**src/hw/rtl/lept_pkg.sv**
```systemverilog
// ----------------------------------------------------------------------------
// lept_pkg
// Shared types and codes for the leader election core and its peer table.
// ----------------------------------------------------------------------------
`default_nettype none

package lept_pkg;

  // default sizes
  localparam int DEF_PEER_SLOTS = 16;
  localparam int DEF_TERM_BITS  = 16;

  // message bytes
  localparam logic [7:0] BCAST_BYTE = 8'h46;  // 'F'
  localparam logic [7:0] KIND_HB    = 8'h48;  // 'H'
  localparam logic [7:0] KIND_VOTE  = 8'h56;  // 'V'
  localparam logic [7:0] KIND_ELECT = 8'h45;  // 'E'
  localparam logic [7:0] KIND_ACK   = 8'h41;  // 'A'

  // vote counter ceiling
  localparam logic [4:0] VOTE_MAX = 5'd31;

  // role codes
  localparam logic [1:0] ROLE_FOLLOWER  = 2'd0;
  localparam logic [1:0] ROLE_CANDIDATE = 2'd1;
  localparam logic [1:0] ROLE_LEADER    = 2'd2;

  // command codes
  localparam logic CMD_MESSAGE = 1'b0;
  localparam logic CMD_TIMEOUT = 1'b1;

  // configuration register indexes and reset values
  localparam logic [7:0] REG_MY_ID       = 8'd0;
  localparam logic [7:0] REG_STALE_LIMIT = 8'd1;
  localparam logic [7:0] MY_ID_RESET     = 8'd48;
  localparam logic [7:0] STALE_RESET     = 8'd5;

  // input transaction
  typedef struct packed {
    logic       command;
    logic [7:0] src_id;
    logic [7:0] dst_id;
    logic [7:0] msg_kind;
  } in_item_t;

  // output transaction
  typedef struct packed {
    logic       send_valid;
    logic [7:0] send_dest;
    logic [7:0] send_kind;
    logic       restart_timer;
    logic [1:0] role;
    logic [4:0] known_devices;
    logic       last;
  } out_item_t;

  // peer table request
  typedef struct packed {
    logic       start;
    logic       touch;
    logic [7:0] src_id;
    logic [7:0] stale_limit;
  } tbl_req_t;

endpackage

`default_nettype wire

```
**src/hw/rtl/leader_election_with_peer_table_core.sv**
```systemverilog
// ----------------------------------------------------------------------------
// leader_election_with_peer_table_core
// Leader election node: role, votes, term and a table of known peers.
// ----------------------------------------------------------------------------
// Each input transaction (received message or election timeout) is handled
// one at a time and gives one result, or two when the node is promoted to
// leader. An item holds off the next one until the table has walked every
// peer slot through the single read port of the table memory, one slot per
// cycle, followed by a write of the touch for a message (a timeout skips the
// write), and until its result, and a second one for a promotion, has been
// loaded into the output register; a stalled output delays this further.
// A finished result waits in the output register while the next item is
// taken. Configuration writes are always ready and are meant for idle times.
`default_nettype none

module leader_election_with_peer_table_core #(
  parameter int PEER_SLOTS = lept_pkg::DEF_PEER_SLOTS,
  parameter int TERM_BITS  = lept_pkg::DEF_TERM_BITS
) (
  input  wire logic                clk,
  input  wire logic                rst,
  input  wire logic                in_valid,
  output logic                     in_stall,
  input  wire lept_pkg::in_item_t  in_data,
  output logic                     out_valid,
  input  wire logic                out_stall,
  output lept_pkg::out_item_t      out_data,
  input  wire logic                cfg_valid,
  output logic                     cfg_ready,
  input  wire logic [7:0]          cfg_index,
  input  wire logic [7:0]          cfg_data
);

  import lept_pkg::*;

  localparam int DEV_W = $clog2(PEER_SLOTS + 2);
  localparam int CMP_W = (DEV_W > 5) ? DEV_W : 5;

  typedef enum logic [4:0] {
    S_IDLE  = 5'b00001,
    S_START = 5'b00010,
    S_WAIT  = 5'b00100,
    S_ACT   = 5'b01000,
    S_PROMO = 5'b10000
  } state_t;

  state_t               state;
  in_item_t             item;
  logic [7:0]           my_id;
  logic [7:0]           stale_limit;
  logic [1:0]           node_role;
  logic [4:0]           vote_count;
  logic [TERM_BITS-1:0] term_counter;

  tbl_req_t             tbl_req;
  logic                 tbl_done;
  logic [DEV_W-1:0]     dev_total;

  logic                 out_free;
  logic                 out_load;
  logic                 addr_ok;
  logic [1:0]           role_act;
  logic [4:0]           vote_act;
  logic [TERM_BITS-1:0] term_act;
  logic                 sv;
  logic [7:0]           sdst;
  logic [7:0]           skind;
  logic                 rt;
  logic                 promote;
  out_item_t            res1;
  out_item_t            res2;

  assign in_stall  = (state != S_IDLE);
  assign cfg_ready = 1'b1;
  assign out_free  = !out_valid || !out_stall;
  assign out_load  = (state inside {S_ACT, S_PROMO}) && out_free;

  // peer table
  assign tbl_req = '{start:       (state == S_START),
                     touch:       (item.command == CMD_MESSAGE),
                     src_id:      item.src_id,
                     stale_limit: stale_limit};

  lept_table #(
    .PEER_SLOTS (PEER_SLOTS),
    .TERM_BITS  (TERM_BITS)
  ) u_table (
    .clk          (clk),
    .rst          (rst),
    .req          (tbl_req),
    .term         (term_counter),
    .done         (tbl_done),
    .device_total (dev_total)
  );

  // event action once the table pass is done
  always_comb begin
    role_act = node_role;
    vote_act = vote_count;
    term_act = term_counter;
    sv       = 1'b0;
    sdst     = 8'd0;
    skind    = 8'd0;
    rt       = 1'b0;
    addr_ok  = (item.dst_id == BCAST_BYTE) || (item.dst_id == my_id);
    if (item.command == CMD_TIMEOUT) begin
      case (node_role)
        ROLE_LEADER: begin
          vote_act = 5'd0;
          sv       = 1'b1;
          sdst     = BCAST_BYTE;
          skind    = KIND_HB;
        end
        ROLE_FOLLOWER: begin
          role_act = ROLE_CANDIDATE;
          vote_act = 5'd1;
          sv       = 1'b1;
          sdst     = BCAST_BYTE;
          skind    = KIND_ELECT;
        end
        default: begin
          role_act = ROLE_FOLLOWER;
          vote_act = 5'd0;
        end
      endcase
    end else if (addr_ok) begin
      case (item.msg_kind)
        KIND_HB: begin
          rt       = 1'b1;
          role_act = ROLE_FOLLOWER;
          vote_act = 5'd0;
          sv       = 1'b1;
          sdst     = BCAST_BYTE;
          skind    = KIND_ACK;
          term_act = term_counter + 1'b1;
        end
        KIND_VOTE: begin
          if ((node_role == ROLE_CANDIDATE) && (vote_count < VOTE_MAX)) begin
            vote_act = vote_count + 1'b1;
          end
        end
        KIND_ELECT: begin
          if (node_role == ROLE_FOLLOWER) begin
            sv    = 1'b1;
            sdst  = item.src_id;
            skind = KIND_VOTE;
          end else if (node_role == ROLE_LEADER) begin
            sv    = 1'b1;
            sdst  = item.src_id;
            skind = KIND_HB;
          end
        end
        default: begin
        end
      endcase
    end
    // majority check
    promote = (CMP_W'(dev_total) >> 1) < CMP_W'(vote_act);
    res1 = '{send_valid:    sv,
             send_dest:     sdst,
             send_kind:     skind,
             restart_timer: rt,
             role:          role_act,
             known_devices: 5'(dev_total),
             last:          !promote};
    res2 = '{send_valid:    1'b1,
             send_dest:     BCAST_BYTE,
             send_kind:     KIND_HB,
             restart_timer: 1'b0,
             role:          ROLE_LEADER,
             known_devices: 5'(dev_total),
             last:          1'b1};
  end

  // configuration registers
  always_ff @(posedge clk) begin
    if (rst) begin
      my_id       <= MY_ID_RESET;
      stale_limit <= STALE_RESET;
    end else if (cfg_valid && cfg_ready) begin
      case (cfg_index)
        REG_MY_ID:       my_id       <= cfg_data;
        REG_STALE_LIMIT: stale_limit <= cfg_data;
        default: begin
        end
      endcase
    end
  end

  // sequencer, node state and output register
  always_ff @(posedge clk) begin
    if (rst) begin
      state        <= S_IDLE;
      out_valid    <= 1'b0;
      node_role    <= ROLE_FOLLOWER;
      vote_count   <= 5'd0;
      term_counter <= '0;
    end else begin
      if (out_load) begin
        out_valid <= 1'b1;
      end else if (out_valid && !out_stall) begin
        out_valid <= 1'b0;
      end
      case (state)
        S_IDLE: begin
          if (in_valid && !in_stall) begin
            item  <= in_data;
            state <= S_START;
            // a timeout ages the table against the advanced term
            if (in_data.command == CMD_TIMEOUT) begin
              term_counter <= term_counter + 1'b1;
            end
          end
        end
        S_START: begin
          state <= S_WAIT;
        end
        S_WAIT: begin
          if (tbl_done) begin
            state <= S_ACT;
          end
        end
        S_ACT: begin
          if (out_free) begin
            out_data     <= res1;
            term_counter <= term_act;
            node_role    <= promote ? ROLE_LEADER : role_act;
            vote_count   <= promote ? 5'd0 : vote_act;
            state        <= promote ? S_PROMO : S_IDLE;
          end
        end
        S_PROMO: begin
          if (out_free) begin
            out_data  <= res2;
            state     <= S_IDLE;
          end
        end
        default: begin
          state <= S_IDLE;
        end
      endcase
    end
  end

  // checks
  a_done_in_wait: assert property (@(posedge clk) disable iff (rst)
    tbl_done |-> (state == S_WAIT))
    else $error("peer table finished outside of wait");

  a_dev_nonzero: assert property (@(posedge clk) disable iff (rst)
    dev_total != '0)
    else $error("device count dropped to zero");

  a_first_not_leader: assert property (@(posedge clk) disable iff (rst)
    (out_valid && !out_data.last) |-> (out_data.role != ROLE_LEADER))
    else $error("first result of a promotion already shows leader");

  a_promo_state: assert property (@(posedge clk) disable iff (rst)
    (state == S_PROMO) |-> ((node_role == ROLE_LEADER) && (vote_count == 5'd0)))
    else $error("promotion pending without leader role and cleared votes");

endmodule

`default_nettype wire

```
**src/hw/rtl/lept_table.sv**
```systemverilog
// ----------------------------------------------------------------------------
// lept_table
// Peer table: one pass over all slots refreshes or finds room for the sender
// and drops peers whose last-seen term is too old, then writes a message's touch.
// ----------------------------------------------------------------------------
`default_nettype none

module lept_table #(
  parameter int PEER_SLOTS = lept_pkg::DEF_PEER_SLOTS,
  parameter int TERM_BITS  = lept_pkg::DEF_TERM_BITS
) (
  input  wire logic                              clk,
  input  wire logic                              rst,
  input  wire lept_pkg::tbl_req_t                req,
  input  wire logic [TERM_BITS-1:0]              term,
  output logic                                   done,
  output logic [$clog2(PEER_SLOTS+2)-1:0]        device_total
);

  import lept_pkg::*;

  localparam int DEV_W = $clog2(PEER_SLOTS + 2);
  localparam int IDX_W = $clog2(PEER_SLOTS);
  localparam logic [IDX_W-1:0] LAST_IDX = IDX_W'(PEER_SLOTS - 1);

  typedef struct packed {
    logic [7:0]           peer;
    logic [TERM_BITS-1:0] seen;
  } slot_t;

  typedef enum logic [2:0] {
    T_IDLE  = 3'b001,
    T_SCAN  = 3'b010,
    T_WRITE = 3'b100
  } tstate_t;

  tstate_t              tstate;
  slot_t                mem [PEER_SLOTS];
  slot_t                rd_slot;
  logic [PEER_SLOTS-1:0] slot_valid;
  logic [IDX_W-1:0]     issue_addr;
  logic                 issuing;
  logic [IDX_W-1:0]     rd_idx;
  logic                 rd_ok;
  logic                 hit;
  logic [IDX_W-1:0]     hit_idx;
  logic                 free;
  logic [IDX_W-1:0]     free_idx;
  logic                 touch_q;
  logic [7:0]           src_q;
  logic [7:0]           stale_q;

  logic                 rd_valid;
  logic [TERM_BITS-1:0] rd_age;
  logic                 is_hit;
  logic                 is_stale;
  logic                 is_free;
  logic                 wr_en;
  logic [IDX_W-1:0]     wr_addr;

  // slot classification, the one compare unit reused for every slot
  always_comb begin
    rd_valid = slot_valid[rd_idx];
    rd_age   = term - rd_slot.seen;
    is_hit   = rd_ok && rd_valid && touch_q && !hit && (rd_slot.peer == src_q);
    is_stale = rd_ok && rd_valid && !is_hit &&
               (rd_age > TERM_BITS'(stale_q));
    is_free  = rd_ok && !rd_valid && !free;
    wr_en    = (tstate == T_WRITE) && (hit || free);
    wr_addr  = hit ? hit_idx : free_idx;
  end

  // slot memory, registered read
  always_ff @(posedge clk) begin
    if (issuing) begin
      rd_slot <= mem[issue_addr];
    end
    if (wr_en) begin
      mem[wr_addr] <= {src_q, term};
    end
  end

  // scan sequencer
  always_ff @(posedge clk) begin
    if (rst) begin
      tstate       <= T_IDLE;
      issuing      <= 1'b0;
      rd_ok        <= 1'b0;
      done         <= 1'b0;
      slot_valid   <= '0;
      device_total <= DEV_W'(1);
    end else begin
      done <= 1'b0;
      case (tstate)
        T_IDLE: begin
          if (req.start) begin
            tstate     <= T_SCAN;
            issue_addr <= '0;
            issuing    <= 1'b1;
            rd_ok      <= 1'b0;
            hit        <= 1'b0;
            free       <= 1'b0;
            touch_q    <= req.touch;
            src_q      <= req.src_id;
            stale_q    <= req.stale_limit;
          end
        end
        T_SCAN: begin
          rd_ok  <= issuing;
          rd_idx <= issue_addr;
          if (issuing) begin
            if (issue_addr == LAST_IDX) begin
              issuing <= 1'b0;
            end else begin
              issue_addr <= issue_addr + 1'b1;
            end
          end
          if (is_hit) begin
            hit     <= 1'b1;
            hit_idx <= rd_idx;
          end
          if (is_free) begin
            free     <= 1'b1;
            free_idx <= rd_idx;
          end
          if (is_stale) begin
            slot_valid[rd_idx] <= 1'b0;
            device_total       <= device_total - 1'b1;
          end
          if (rd_ok && (rd_idx == LAST_IDX)) begin
            if (touch_q) begin
              tstate <= T_WRITE;
            end else begin
              tstate <= T_IDLE;
              done   <= 1'b1;
            end
          end
        end
        T_WRITE: begin
          // new peer takes the first slot that was free before aging
          if (!hit && free) begin
            slot_valid[free_idx] <= 1'b1;
            device_total         <= device_total + 1'b1;
          end
          tstate <= T_IDLE;
          done   <= 1'b1;
        end
        default: begin
          tstate <= T_IDLE;
        end
      endcase
    end
  end

endmodule

`default_nettype wire
```
**config.mk**
```make
export PLATFORM = sky130hd
export DESIGN_NAME = leader_election_with_peer_table_core
export DESIGN_NICKNAME = d
export VERILOG_FILES = /design/src/hw/rtl/lept_pkg.sv /design/src/hw/rtl/leader_election_with_peer_table_core.sv /design/src/hw/rtl/lept_table.sv
export SDC_FILE = /design/constraint.sdc
export NUM_CORES = 1
export LEC_CHECK = 0
export BUFFER_PORTS_ARGS = -buffer_cell sky130_fd_sc_hd__clkbuf_2
export CELL_PAD_IN_SITES_DETAIL_PLACEMENT = 0
export CELL_PAD_IN_SITES_GLOBAL_PLACEMENT = 2
export CORE_UTILIZATION = 47
export DETAILED_ROUTE_END_ITERATION = 10
export PLACE_DENSITY_LB_ADDON = 0.25
export SLEW_MARGIN = 20
export SYNTH_ARGS = -nofsm -noshare
export SYNTH_HDL_FRONTEND = slang
export SYNTH_HIERARCHICAL = 1
export SYNTH_SLANG_ARGS = --single-unit
```
**constraint.sdc**
```tcl
create_clock -name clk -period 4.8 [get_ports clk]
set_input_delay 1.2 -clock clk [delete_from_list [all_inputs] [get_ports clk]]
set_output_delay 1.2 -clock clk [all_outputs]
set_load 0.05 [all_outputs]
```
==> results of run 1 <==
==> per-stage QoR <==
stage          worst slack [ps]  hold slack (ps)
2_1_floorplan               823              408
3_3_place_gp                789              419
3_5_place_dp                712              429
4_1_cts                     677              442
5_1_grt                     468              454
6_report                    738              435
==> metal layers <==
metal  vias to the layer above  share of wire (%)  wire, microns  track usage, %
li1                       5764                  -              -               -
met1                      6787                 45          24500            32.1
met2                       313                 48          26000            34.8
met3                        69                5.0           2710            3.02
met4                         0                1.9           1040            5.73
met5                         -                  0              0               0
==> worst register-to-register path: stages, from the launching register on <==
cell and delay (ps):
dfxtp_1 770, ha_1 450, o211ai_1 150, a21o_1 210, and2_1 180, xnor2_1 140
ha_1 290, nand4_1 100, o22ai_1 220, nand4_1 290, or4_4 620, a31o_1 240
mux2_4 290
==> area by class of cell <==
| class | instances | area, sq um | share of cell area, % |
|---|---|---|---|
| Clock buffer | 75 | 1570 | 5.85 |
| Clock inverter | 31 | 399 | 1.49 |
| Inverter | 45 | 169 | 0.632 |
| Multi-Input combinational cell | 718 | 6880 | 25.7 |
| Sequential cell | 562 | 16200 | 60.4 |
| Tap cell | 664 | 831 | 3.11 |
| Timing Repair Buffer | 115 | 731 | 2.73 |
==> report_power, final <==
part / internal, mW / total [mW] / switching, mW
clock: 2.77 / 4.63 / 1.86
sequential: 5.28 / 5.30 / 0.0182
combinational: 0.0801 / 0.214 / 0.134
==> worst paths after layout <==
kind,start,to
worst max-delay path,term_counter[5],u_table/device_total[4]
worst min-delay path,stale_limit[5],u_table/stale_q[5]
worst max register to register,term_counter[5],u_table/device_total[4]
worst min register to register,stale_limit[5],u_table/stale_q[5]
==> sequential cells by signal, indices dropped and copies added, names as in the netlist, 2 cells and up <==
signal,flops
u_table/tstate,3
out_data,22
u_table/hit_idx,4
stale_limit,8
item,25
u_table/src_q,8
u_table/free_idx,4
u_table/slot_valid,16
state,5
u_table/rd_idx,4
node_role,2
vote_count,5
u_table/stale_q,8
u_table/issue_addr,4
u_table/device_total,5
u_table/mem,384
my_id,8
term_counter,16
u_table/rd_slot,24
==> cell usage in the layout, fill, tap and decap left out, drive strengths merged, types with 26 or more instances in the layout <==
| cell type | instances |
|---|---|
| edfxtp | 490 |
| clkbuf | 146 |
| mux4 | 125 |
| nor2 | 95 |
| dfxtp | 72 |
| a21oi | 55 |
| nand2 | 46 |
| inv | 45 |
| buf | 44 |
| ha | 32 |
| o21ai | 29 |
| xnor2 | 26 |
==> kinds of logic (layout without fill, tap and decap cells) <==
logic type	count (synthesis)	after routing	synth area share, %
compound gates	191	191	5.71
xor+xnor	29	29	1.09
simple gates	315	315	7.19
mux	146	146	13.0
other cells	2	3	0.0322
fa+ha+maj	34	34	1.89
flops	562	562	69.2
buf+inv	104	266	1.89
==> impl_metrics.ini, run 1 <==
[min_path]
hold_path.class = reg2reg
hold_depth = 0

[placement]
placed_cells = 2104
dp_hpwl_mm = 32.5
numPortBuffers = 71
place.gp.congestion = 0.798
dpl_cell_area_sq_um = 24800

[logic_synthesis]
synth-edff-count = 490
synth-main-ff-cell = edfxtp_1
postSynthCellCount = 1383
yosys.area.top_type = edfxtp_1
ys_seq_area_share_pct = 69.2
synth.area.top_cells = edfxtp_1 (63%), mux4_2 (12%), dfxtp_1 (6.2%)
ys_ff_latch = 562
synth_top_area_share_pct = 63.0
synthTopCellsByCount = edfxtp_1 (490), mux4_2 (125), nor2_1 (95)
netlist-cell-type-count = 88
synth.most_common_cell = edfxtp_1
netlist_area_sq_um = 23300
yosysWarnings = 6
avgSynthCellArea_sq_um = 16.9
async_flop_share_pct = 0

[clock_tree]
ctsRootBufferMaster = clkbuf_16
clk_latency_ps = 620
clkSinkCount = 562
postCtsHoldBufs = 0
cts_resized = 0
cts_setup_buffers = 0
path_clk_slew_ps = 60
cts_max_level = 2
cts_made_buffers = 57
cts_buffer_depth = 3
cts_tree = done

[critical_path]
crit_path_cell_trace = ha_1, o211ai_1, a21o_1, and2_1, xnor2_1, ha_1, nand4_1, o22ai_1, nand4_1, or4_4, a31o_1, mux2_4
rr_worst_depth = 12
start_kind = flip-flop
crit_type = reg2reg
path_depth = 12
cpMaxStageDelayCell = dfxtp_1
end_kind = flip-flop
cp.buffers_inverters = 0
critPathMaxFanout = 23
slowest_delay_ps = 770
cp.arrival_ps = 4570
crit_family = simple AND/OR/NAND/NOR gates
r2r_slack_ps = 740
cp_data_required_time_ps = 5310

[sta]
period_share_pct = 84.6
final-max-slew-violation-count = 0
final.setup_skew_ps = 15.6
finalHoldViolations = 0
min_period_ps = 4060
rsz0062_at_grt = false
slew_headroom_pct = 23.1
final.setup.tns_ps = 0
tightest_slew_ps = 1150
setup_viol = 0
fmax_ghz = 0.246

[drt]
wl_per_cell_microns = 24.5
drc_errors = 0
dr.pass1.iters = 6
drt_iter0_drc = 1107
routed_via_density = 5.85
antenna_left = 0
dr_total_vias = 12933
routed_wl_mm = 54.2

[global_routing]
track_usage_pct = 21.9
grt_pass1_wl_mm = 81.2
grt-ovfl-total = 0
first_global_vias = 12759
antenna_found_initial = 0
grt_max_degree = 99

[flow_run]
maxCapViolCount = 0

[die]
io_pins = 75
rows = 81
chipWidth_microns = 225
start_util_pct = 47.7
core_sq_um = 49000
die_y_microns = 225
die_area_sq_um = 50600

[pwr]
ir_drop_uv = 325
p_leak_nw = 8.66
cellPowerDensity_nw_per_um2 = 379
fin_total_pwr_mw = 10.1

[finish]
antenna_cells = 0
post_layout_nonfiller_instances = 2210
synthToLayoutAreaGrowth_pct = 14.5
drive_gt1_share_pct = 23.9
postLayoutCoreUtil_pct = 54.6
fin_area_sq_um = 26700
n_fill_cell = 3972
layout.nets = 1579

[run_status]
status = finished clean
(Power assumes the default switching activity.)
==> run 2: changes to the inputs <==
--- a/config.mk
+++ b/config.mk
@@ -8,7 +8,7 @@
 export BUFFER_PORTS_ARGS = -buffer_cell sky130_fd_sc_hd__clkbuf_2
 export CELL_PAD_IN_SITES_DETAIL_PLACEMENT = 0
 export CELL_PAD_IN_SITES_GLOBAL_PLACEMENT = 2
-export CORE_UTILIZATION = 47
+export CORE_UTILIZATION = 42
 export DETAILED_ROUTE_END_ITERATION = 10
 export PLACE_DENSITY_LB_ADDON = 0.25
 export SLEW_MARGIN = 20
==> constraint.sdc (replaced) <==
create_clock -name clk -period 3.6 [get_ports clk]
set_input_delay 0.9 -clock clk [delete_from_list [all_inputs] [get_ports clk]]
set_output_delay 0.9 -clock clk [all_outputs]
set_load 0.05 [all_outputs]
==> run 2 against run 1 <==
Compared with the run above: global-route usage is 1.8 points lower; clock power is 35% higher; total power is 34% higher; fmax is 15% higher; non-clock buffer count is 50 higher; clock skew is 4.2 ps higher; core utilization is 4.8 points lower; flip-flop and latch count stayed put; count of clock-buffer cells in the layout is 4 lower; critical path depth is 1 higher; worst setup slack worse by 670 ps; critical endpoint unchanged; largest cell class unchanged; largest power group unchanged.
==> impl_metrics.ini, run 2 (synthesized netlist as in run 1, its figures left out) <==
[finish]
final_cell_mix = edfxtp_1 (490), mux4_2 (125), buf_4 (84), nor2_1 (78), clkbuf_2 (70)
reg.largest.list = u_table/mem: 384 flops, item: 25 flops, u_table/rd_slot: 24 flops
layout.nets = 1631
regMostFlops = u_table/mem
antenna_cells = 0
final_common_cell = edfxtp_1
postLayoutCoreUtil_pct = 49.8
synthToLayoutAreaGrowth_pct = 17.4
largest_reg_flops = 384
drive_gt1_share_pct = 27.9

[sta]
min_period_ps = 3530
final.setup.tns_ps = 0
setup_viol = 0
fin_ws_ps = 68.8
finalHoldViolations = 0
final.setup_skew_ps = 19.8
final-max-slew-violation-count = 0
rsz0062_at_grt = true
period_share_pct = 98.1
tightest_slew_ps = 947
fmax_ghz = 0.283
slew_headroom_pct = 36.9

[placement]
place_ws_ps = -175
dp_hpwl_mm = 33.7
place.gp.congestion = 0.801
numPortBuffers = 71

[drt]
antenna_left = 0
dr.pass1.iters = 5
wl_per_cell_microns = 23.7
dr_total_vias = 13161
drt_iter0_drc = 1035
routed_wl_mm = 55.8
drc_errors = 0
routed_via_density = 5.61

[run_status]
status = finished clean

[clock_tree]
cts_max_level = 2
path_clk_slew_ps = 60
postCtsHoldBufs = 0
clk_latency_ps = 630
cts_tree = done
cts_buffer_depth = 3
ctsRootBufferMaster = clkbuf_16
clkSinkCount = 562
cts_made_buffers = 59

[min_path]
hold_depth = 0
hold_path.class = reg2reg
holdPathEnd = u_table/stale_q[1]
hp-start = stale_limit[1]

[pwr]
cellPowerDensity_nw_per_um2 = 497
p_leak_nw = 8.97
ir_drop_uv = 405
fin_total_pwr_mw = 13.6

[global_routing]
grt-ovfl-total = 0
first_global_vias = 13220
antenna_found_initial = 0
grt_max_degree = 55
track_usage_pct = 20.2
grt_pass1_wl_mm = 84.2

[die]
core_sq_um = 55000
die_y_microns = 238
io_pins = 75
start_util_pct = 42.5
chipWidth_microns = 238
die_area_sq_um = 56500
rows = 86

[critical_path]
r2r-end = u_table/device_total[4]
reg2reg_from = u_table/rd_slot[0]
r2r_slack_ps = 70
rr_worst_depth = 13
end_kind = flip-flop
cp.arrival_ps = 4040
critPathMaxFanout = 3
cp_data_required_time_ps = 4110
start_kind = flip-flop
crit_type = reg2reg

[flow_run]
maxCapViolCount = 0
-- run 2: metrics by stage --
step | hold WS, ps | area (sq um) | cells
4_1_cts | 417 | 27300 | 2346
2_1_floorplan | 408 | 23400 | 1384
6_report | 435 | 27400 | 2348
3_5_place_dp | 423 | 25300 | 2232
3_3_place_gp | 424 | 25300 | 2232
5_1_grt | 427 | 27400 | 2348
-- run 2: final cells by class --
cell class              instances  area [sq um]
repair buffers                165          1170
fillers                      4583         27600
inverters                      45           169
clock buffers                  71          1540
well taps                     748           936
flip-flops and latches        562         16200
clock inverters                39           453
multi-input cells             718          6980
-- run 2: how the worst max path moves through the flow --
stage | startpoint | to | depth (start not counted)
detailed placement | u_table/rd_slot[1] | u_table/device_total[4] | 16
global placement | u_table/rd_slot[1] | u_table/device_total[4] | 16
finish | u_table/rd_slot[0] | u_table/device_total[4] | 13
CTS | u_table/rd_slot[1] | u_table/device_total[4] | 16
floorplan | term_counter[4] | u_table/device_total[4] | 14
global route | u_table/rd_slot[1] | u_table/slot_valid[15] | 18
-- run 2: where the power goes --
part	internal (mW)	switching [mW]	total [mW]	leakage, nW
Clock	3.70	2.56	6.26	0.976
Combinational	0.119	0.183	0.302	3.12
Sequential	7.04	0.0265	7.07	4.87
-- run 2: what timing repair did --
item,CTS,global route
pin swaps,7,19
gates resized for setup,5,20
buffers inserted,3,4
setup endpoints to repair,5,27
cloned,1,0
-- run 2: routing by layer --
metal	share of wire, %	vias up	global-route usage (%)
met5	0	-	0
met3	4.5	81	2.96
met4	1.8	0	5.16
li1	-	5897	-
met1	44	6866	27.9
met2	50	317	33.4
-- run 2: worst max-delay path: stages (launching register included) --
cell      delay, ps
edfxtp_1        370
ha_2            210
fa_2            350
nand2b_4        150
a21o_1          160
and2_1          160
xnor2_1         130
ha_1            290
nand4_1         140
o22ai_2         210
nand4_1         240
or4_4           500
a31o_1          230
mux2_4          290
